## config.mk

```make
export PLATFORM = sky130hd
export DESIGN_NAME = base64_stream_decoder_top
export DESIGN_NICKNAME = d
export VERILOG_FILES = /design/src/hw/rtl/b64d_pkg.sv /design/src/hw/rtl/b64d_front.sv /design/src/hw/rtl/b64d_queue.sv /design/src/hw/rtl/b64d_back.sv /design/src/hw/rtl/base64_stream_decoder_top.sv
export SDC_FILE = /design/constraint.sdc
export NUM_CORES = 1
export LEC_CHECK = 0
export BUFFER_PORTS_ARGS = -buffer_cell sky130_fd_sc_hd__buf_2
export CORE_ASPECT_RATIO = 0.6
export CORE_UTILIZATION = 54
export DETAILED_ROUTE_END_ITERATION = 12
export PLACE_DENSITY_LB_ADDON = 0.05
export SKIP_CTS_REPAIR_TIMING = 1
export SYNTH_ARGS = -nofsm -noshare
export SYNTH_HDL_FRONTEND = slang
export SYNTH_SLANG_ARGS = --single-unit
export TNS_END_PERCENT = 10
```

## constraint.sdc

```tcl
create_clock -name clk -period 3.73 [get_ports clk]
set_input_delay 0.373 -clock clk [delete_from_list [all_inputs] [get_ports clk]]
set_output_delay 0.373 -clock clk [all_outputs]
set_load 0.02 [all_outputs]
```

## src/hw/rtl/b64d_pkg.sv

```systemverilog
// b64d_pkg: shared types, constants and the character lookup for the base64 stream decoder
// no dependencies; imported by every module of the decoder
`default_nettype none

package b64d_pkg;

  localparam int QDEPTH = 2;
  localparam int QPTR_W = $clog2(QDEPTH);
  localparam int QCNT_W = $clog2(QDEPTH + 1);

  localparam logic [15:0] MAX_OUTPUT_RESET = 16'hFFFF;

  localparam logic KIND_DATA    = 1'b0;
  localparam logic KIND_SUMMARY = 1'b1;

  localparam logic STATUS_OK       = 1'b0;
  localparam logic STATUS_OVERFLOW = 1'b1;

  typedef enum logic [1:0] {
    CLS_BLANK,
    CLS_CODE,
    CLS_STOP
  } char_class_t;

  typedef struct packed {
    logic [7:0] char_in;
    logic       final_char;
  } dec_in_t;

  typedef struct packed {
    logic        kind;
    logic [7:0]  data_byte;
    logic [15:0] byte_count;
    logic        status;
    logic        last;
  } dec_out_t;

  // work handed from the front to the back: an optional byte and an optional summary
  typedef struct packed {
    logic        has_byte;
    logic        has_sum;
    logic [7:0]  data_byte;
    logic [15:0] byte_count;
    logic        status;
  } b64d_job_t;

  typedef struct packed {
    char_class_t cls;
    logic [5:0]  sextet;
  } char_info_t;

  function automatic char_info_t classify(input logic [7:0] c);
    char_info_t info;
    info.cls    = CLS_STOP;
    info.sextet = 6'd0;
    if (c == 8'h20 || (c >= 8'h09 && c <= 8'h0D)) begin
      info.cls = CLS_BLANK;
    end else if (c >= 8'h41 && c <= 8'h5A) begin
      info.cls    = CLS_CODE;
      info.sextet = 6'(c - 8'h41);
    end else if (c >= 8'h61 && c <= 8'h7A) begin
      info.cls    = CLS_CODE;
      info.sextet = 6'(c - 8'h61 + 8'd26);
    end else if (c >= 8'h30 && c <= 8'h39) begin
      info.cls    = CLS_CODE;
      info.sextet = 6'(c - 8'h30 + 8'd52);
    end else if (c == 8'h2B) begin
      info.cls    = CLS_CODE;
      info.sextet = 6'd62;
    end else if (c == 8'h2F) begin
      info.cls    = CLS_CODE;
      info.sextet = 6'd63;
    end
    return info;
  endfunction

endpackage

`default_nettype wire

```

## src/hw/rtl/b64d_front.sv

```systemverilog
// b64d_front: accepts characters, classifies them and updates the bit buffer and counters
// uses b64d_pkg; pushes one job per character that yields a result into b64d_queue
`default_nettype none

module b64d_front
  import b64d_pkg::*;
(
  input  wire logic      clk,
  input  wire logic      rst,
  input  wire logic      cfg_we,
  input  wire logic [15:0] cfg_data,
  input  wire logic      in_valid,
  output logic           in_ready,
  input  wire dec_in_t   in_data,
  input  wire logic      full,
  output logic           push,
  output b64d_job_t      job
);

  logic [15:0] max_output;
  logic [11:0] bit_buffer;
  logic [2:0]  bits_held;
  logic [15:0] out_count;
  logic        halted;
  logic        overflowed;

  logic [11:0] bit_buffer_next;
  logic [2:0]  bits_held_next;
  logic [15:0] out_count_next;
  logic        halted_next;
  logic        overflowed_next;

  char_info_t  info;
  logic        accept;
  logic [3:0]  held;
  logic [3:0]  held_sub;
  logic [11:0] shifted;
  logic        emit;
  logic [7:0]  byte_val;

  assign in_ready = !full;
  assign accept   = in_valid && in_ready;
  assign info     = classify(in_data.char_in);
  assign held     = {1'b0, bits_held} + 4'd6;
  assign held_sub = held - 4'd8;
  assign shifted  = {bit_buffer[5:0], info.sextet};

  always_comb begin
    unique case (held_sub[2:0])
      3'd2:    byte_val = shifted[9:2];
      3'd4:    byte_val = shifted[11:4];
      default: byte_val = shifted[7:0];
    endcase
  end

  always_comb begin
    bit_buffer_next = bit_buffer;
    bits_held_next  = bits_held;
    out_count_next  = out_count;
    halted_next     = halted;
    overflowed_next = overflowed;
    emit            = 1'b0;
    if (!halted && !overflowed && info.cls != CLS_BLANK) begin
      if (info.cls == CLS_STOP) begin
        halted_next = 1'b1;
      end else begin
        bit_buffer_next = shifted;
        bits_held_next  = held[2:0];
        if (held >= 4'd8) begin
          bits_held_next = held_sub[2:0];
          if (out_count >= max_output) begin
            overflowed_next = 1'b1;
          end else begin
            emit           = 1'b1;
            out_count_next = out_count + 16'd1;
          end
        end
      end
    end
  end

  always_comb begin
    job.has_byte   = emit;
    job.has_sum    = in_data.final_char;
    job.data_byte  = byte_val;
    job.byte_count = out_count_next;
    job.status     = overflowed_next ? STATUS_OVERFLOW : STATUS_OK;
    push           = accept && (emit || in_data.final_char);
  end

  always_ff @(posedge clk) begin
    if (rst) begin
      max_output <= MAX_OUTPUT_RESET;
    end else if (cfg_we) begin
      max_output <= cfg_data;
    end
  end

  always_ff @(posedge clk) begin
    if (rst) begin
      bit_buffer <= '0;
      bits_held  <= '0;
      out_count  <= '0;
      halted     <= 1'b0;
      overflowed <= 1'b0;
    end else if (accept) begin
      if (in_data.final_char) begin
        // message done, start the next one clean
        bit_buffer <= '0;
        bits_held  <= '0;
        out_count  <= '0;
        halted     <= 1'b0;
        overflowed <= 1'b0;
      end else begin
        bit_buffer <= bit_buffer_next;
        bits_held  <= bits_held_next;
        out_count  <= out_count_next;
        halted     <= halted_next;
        overflowed <= overflowed_next;
      end
    end
  end

endmodule

`default_nettype wire

```

## src/hw/rtl/b64d_queue.sv

```systemverilog
// b64d_queue: short job fifo between the decoder front and the result back end
// uses b64d_pkg for the job type and depth
`default_nettype none

module b64d_queue
  import b64d_pkg::*;
(
  input  wire logic      clk,
  input  wire logic      rst,
  input  wire logic      push,
  input  wire b64d_job_t push_job,
  output logic           full,
  input  wire logic      pop,
  output logic           head_valid,
  output b64d_job_t      head
);

  b64d_job_t         entries [QDEPTH];
  logic [QPTR_W-1:0] wr_ptr;
  logic [QPTR_W-1:0] rd_ptr;
  logic [QCNT_W-1:0] count;

  assign full       = (count == QCNT_W'(QDEPTH));
  assign head_valid = (count != '0);
  assign head       = entries[rd_ptr];

  always_ff @(posedge clk) begin
    if (push) begin
      entries[wr_ptr] <= push_job;
    end
  end

  always_ff @(posedge clk) begin
    if (rst) begin
      wr_ptr <= '0;
      rd_ptr <= '0;
      count  <= '0;
    end else begin
      if (push) begin
        wr_ptr <= (wr_ptr == QPTR_W'(QDEPTH - 1)) ? '0 : wr_ptr + 1'b1;
      end
      if (pop) begin
        rd_ptr <= (rd_ptr == QPTR_W'(QDEPTH - 1)) ? '0 : rd_ptr + 1'b1;
      end
      if (push && !pop) begin
        count <= count + 1'b1;
      end else if (pop && !push) begin
        count <= count - 1'b1;
      end
    end
  end

  a_no_push_full: assert property (@(posedge clk) disable iff (rst) !(push && full))
    else $error("job pushed into full queue");
  a_no_pop_empty: assert property (@(posedge clk) disable iff (rst) !(pop && !head_valid))
    else $error("job popped from empty queue");
  a_count_bound: assert property (@(posedge clk) disable iff (rst)
    count <= QCNT_W'(QDEPTH))
    else $error("queue count out of range");

endmodule

`default_nettype wire

```

## src/hw/rtl/b64d_back.sv

```systemverilog
// b64d_back: expands queued jobs into data and summary results behind an output register
// uses b64d_pkg; reads the head of b64d_queue
`default_nettype none

module b64d_back
  import b64d_pkg::*;
(
  input  wire logic      clk,
  input  wire logic      rst,
  input  wire logic      head_valid,
  input  wire b64d_job_t head,
  output logic           pop,
  output logic           out_valid,
  input  wire logic      out_ready,
  output dec_out_t       out_data
);

  logic     load;
  logic     byte_done;
  logic     send_byte;
  dec_out_t result;

  assign load      = !out_valid || out_ready;
  assign send_byte = head.has_byte && !byte_done;
  // a job with both a byte and a summary stays at the head until its summary is loaded
  assign pop       = load && head_valid && !(send_byte && head.has_sum);

  always_comb begin
    if (send_byte) begin
      result.kind       = KIND_DATA;
      result.data_byte  = head.data_byte;
      result.byte_count = head.byte_count;
      result.status     = STATUS_OK;
      result.last       = !head.has_sum;
    end else begin
      result.kind       = KIND_SUMMARY;
      result.data_byte  = 8'd0;
      result.byte_count = head.byte_count;
      result.status     = head.status;
      result.last       = 1'b1;
    end
  end

  always_ff @(posedge clk) begin
    if (rst) begin
      out_valid <= 1'b0;
      byte_done <= 1'b0;
    end else if (load) begin
      out_valid <= head_valid;
      if (head_valid) begin
        byte_done <= send_byte && head.has_sum;
      end
    end
  end

  always_ff @(posedge clk) begin
    if (load && head_valid) begin
      out_data <= result;
    end
  end

  a_byte_done_head: assert property (@(posedge clk) disable iff (rst)
    byte_done |-> (head_valid && head.has_byte && head.has_sum))
    else $error("byte marked sent without a pending byte and summary job");

endmodule

`default_nettype wire

```

## src/hw/rtl/base64_stream_decoder_top.sv

```systemverilog
// base64_stream_decoder_top: streaming base64 decoder, one character per transaction
// uses b64d_pkg, b64d_front, b64d_queue and b64d_back
//
// input channel (in_valid/in_ready/in_data): one character code and a final mark.
// whitespace is skipped, '=' or a non-alphabet character stops decoding until the
// final character. output channel (out_valid/out_ready/out_data): decoded bytes
// (kind 0) and one summary (kind 1) per message with byte count and status.
// cfg_we/cfg_data write max_output, the byte capacity; write only while idle.
// throughput: one character per cycle while the job queue is not full; a character that
// completes a byte and ends the message gives two results, sent one after the other.
// a taken character's job is written into the job queue at the accepting edge, and its
// result is loaded from the queue head into the output register that drives out_valid.
// a stalled receiver fills the output register and then the two-entry job queue,
// after which in_ready drops. reset clears all message state, empties the queue and
// sets max_output to 65535.
`default_nettype none

module base64_stream_decoder_top
  import b64d_pkg::*;
(
  input  wire logic        clk,
  input  wire logic        rst,
  input  wire logic        cfg_we,
  input  wire logic [15:0] cfg_data,
  input  wire logic        in_valid,
  output logic             in_ready,
  input  wire dec_in_t     in_data,
  output logic             out_valid,
  input  wire logic        out_ready,
  output dec_out_t         out_data
);

  logic      push;
  logic      full;
  logic      pop;
  logic      head_valid;
  b64d_job_t push_job;
  b64d_job_t head;

  b64d_front u_front (
    .clk      (clk),
    .rst      (rst),
    .cfg_we   (cfg_we),
    .cfg_data (cfg_data),
    .in_valid (in_valid),
    .in_ready (in_ready),
    .in_data  (in_data),
    .full     (full),
    .push     (push),
    .job      (push_job)
  );

  b64d_queue u_queue (
    .clk        (clk),
    .rst        (rst),
    .push       (push),
    .push_job   (push_job),
    .full       (full),
    .pop        (pop),
    .head_valid (head_valid),
    .head       (head)
  );

  b64d_back u_back (
    .clk        (clk),
    .rst        (rst),
    .head_valid (head_valid),
    .head       (head),
    .pop        (pop),
    .out_valid  (out_valid),
    .out_ready  (out_ready),
    .out_data   (out_data)
  );

endmodule

`default_nettype wire

```

==> results.toml <==
[place]
globalplace.congestion = 0.8359
place_hpwl_um = 9595
port_buffers = 58
place_worst_setup_slack_ps = 248.4
dp.cells = 779

[cts]
clk_pin_slew_ps = 60
cts_root_buf = "clkbuf_16"
cts_tree = "done"
insertion_delay_ps = 410
cts_made_buffers = 17
cts_num_sinks = 130
htreeDepth = 4
clockBufferDepth = 2

[power]
powerDensity_mw_per_mm2 = 596.8
power.leakage_nw = 2.905
peakVddDrop_mv = 0.3687

[timing]
period_share_pct = 87.12
hold_viol = 0
min_period_ps = 3250
rsz0062_at_grt = "no"
tns_ps = 0
slew_headroom_pct = 49.55
tightest_slew_ps = 756.7
hold_slack_ps = 177.5
setup_viol = 0
finalClockSkew_ps = 14.75
maxSlewViolCount = 0
setup_slack_ps = 480.5
fmax_mhz = 307.7

[worst_setup_path]
cpPeakStageDelay_ps = 510
critPathKind = "reg2reg"
cp_max_fo = 6
cp_slowest_cell = "a2111oi_0"
path_buf_inv = 2
crit_path_cell_trace = "inv_1 > ha_1 > nand2b_1 > a2111oi_0 > o31ai_1 > o21ai_2 > a32oi_2 > inv_1 > ha_1 > or3_1 > a21oi_1"
worstReg2RegStart = "u_front.out_count[0]"
crit_start = "u_front.out_count[0]"
critPathRequiredTime_ps = 4060
crit_family = "compound AO/OA/AOI/OAI gates"
arrival_ps = 3580
startpoint_type = "flop"
endpoint_kind = "flop"

[job]
drv_cap = 0

[yosys]
yosysMostFrequentCell = "edfxtp_1"
yosys.area.top_type = "edfxtp_1"
yosysWarnings = 0
synth_top_cells_by_count = "81 x edfxtp_1, 67 x nand2_1, 49 x dfxtp_1"
synth_edf_count = 81
syn_area_per_cell_um2 = 10.97
syn_nets = 644
synth_cell_types = 66
synth_ff_type = "edfxtp_1"
syn_area_mm2 = 0.006375
synth_top_area_share_pct = 38.16
synthArstFlopShare_pct = 0
ys_seq_elements = 130
seq_area_frac_synth_pct = 53.54
syn-instance-count = 581
synthTopCellsByArea = "edfxtp_1 38%, dfxtp_1 15%, ha_1 6.5%, nand2_1 3.9%, mux2_2 3.2%"

[routing]
drc_errors = 0
drt-pass1-iter-count = 5
route.detailed.wl_per_inst_um = 17.06
first_iter_violations = 371
vias_per_cell = 5.727
ant_nets = 0
wirelength_um = 13840
num_vias = 4645

[floorplanning]
rows = 30
die_height_um = 86.16
io_pins = 59
start_util_pct = 55.87
dieArea_mm2 = 0.01226
die_x_um = 142.3
coreArea_mm2 = 0.01141

[run_status]
status = "completed"

[min_path]
min_from = "cfg_data[8]"
holdCritPathClass = "in2reg"

[global_routing]
grt_max_degree = 32
grt.total_usage_pct = 24.22
grt_pass1_wl_um = 22450
gr-total-overflow = 0
first_global_vias = 4270
antenna_found_initial = 0

[finish]
num-nets-final = 701
syn_to_final_growth_pct = 16.35
finalNonFillerCells = 811
drive_gt1_share_pct = 19.51
num_antenna_cells = 0
## stage by stage
| step | total power, mW | utilization [%] | area [µm²] |
|---|---|---|---|
| after floorplan | 2.492 | - | 6375 |
| after global placement | 2.755 | 59.78 | 6822 |
| after detailed placement | 2.778 | 59.78 | 6822 |
| after CTS | 4.457 | 65.00 | 7417 |
| after global routing | 4.613 | 65.00 | 7417 |
| final | 4.426 | 65.00 | 7417 |
## final timing paths
check / endpoint / cells past startpoint / slack (ps)
worst max-delay path: u_queue.count[1] / 11 / 480
worst min-delay path: u_front.max_output[8] / 3 / 180
worst max register to register: u_queue.count[1] / 11 / 480
worst min register to register: u_front.bit_buffer[5] / 2 / 470
## cells by family after synthesis
logic type,count (synthesis),synth area share (%)
AND/OR/NAND/NOR,181,14.05
flip-flops,130,53.54
AO/OA/AOI/OAI,124,13.90
buffers and inverters,60,3.808
adder cells (fa/ha/maj),33,6.477
multiplexers,30,5.064
XOR/XNOR,23,3.160
## placed cells by master (no fill, tap or decap), types with 3 or more instances in the layout
| cell | netlist | layout |
|---|---|---|
| a2111oi_0 | 3 | 3 |
| a21oi_1 | 19 | 19 |
| a221oi_1 | 5 | 5 |
| a22o_1 | 4 | 4 |
| a22oi_1 | 6 | 6 |
| a31oi_1 | 14 | 14 |
| and2_1 | 4 | 4 |
| and4_1 | 3 | 3 |
| buf_2 | 2 | 58 |
| buf_4 | 0 | 3 |
| clkbuf_16 | 0 | 17 |
| clkinvlp_4 | 0 | 3 |
| dfxtp_1 | 49 | 49 |
| edfxtp_1 | 81 | 81 |
| ha_1 | 33 | 33 |
| inv_1 | 33 | 33 |
| inv_6 | 0 | 6 |
| mux2_2 | 18 | 18 |
| mux2i_1 | 12 | 12 |
| nand2_1 | 67 | 67 |
| nand2b_1 | 10 | 10 |
| nand3_1 | 13 | 13 |
| nand4_1 | 4 | 4 |
| nor2_1 | 39 | 37 |
| nor2_2 | 1 | 3 |
| nor3_1 | 10 | 10 |
| nor4_1 | 4 | 4 |
| o211ai_1 | 25 | 25 |
| o21a_1 | 3 | 3 |
| o21ai_0 | 17 | 17 |
| o311ai_0 | 3 | 3 |
| o31ai_1 | 4 | 4 |
| or3_1 | 4 | 4 |
| or4_1 | 9 | 9 |
| xnor2_1 | 9 | 9 |
| xor2_1 | 14 | 14 |
## tightest hold or removal path: cells and delay by family
family | cells | cell delay, ps
and+or+nand+nor | 1 | 40
AOI/OAI and AO/OA | 1 | 60
buffers and inverters | 1 | 70
## flip-flops by register name, indices dropped and copies added, names as in the netlist, named ones only
signal / cells
u_queue.wr_ptr: 1
u_queue.entries: 54
u_front.bits_held: 2
u_back.out_data: 27
u_front.max_output: 16
u_front.out_count: 16
u_front.halted: 1
u_back.byte_done: 1
u_queue.rd_ptr: 1
u_front.overflowed: 1
u_front.bit_buffer: 6
u_back.out_valid: 1
u_queue.count: 2
## metal layers
layer	track usage (%)	routed length, µm	up-vias
met4	6.061	72	0
met2	33.91	5698	151
li1	-	-	2264
met1	38.00	7322	2224
met5	0	0	-
met3	4.523	741	6
## final cells by class
cell class              instances  area (µm²)
clock buffers                  18       429.2
clock inverters                14       166.4
fillers                       914        3994
inverters                      35       131.4
multi-input cells             391        2724
flip-flops and latches        130        3413
well taps                     160       200.2
repair buffers                 63       352.8
## where the power goes
group | internal, mW | total [mW] | switching [mW]
clock | 1.01 | 1.68 | 0.673
sequential | 1.79 | 1.86 | 0.0700
combinational | 0.302 | 0.886 | 0.583
total | 3.10 | 4.43 | 1.33
No activity file was read; power rests on OpenSTA's default activity.
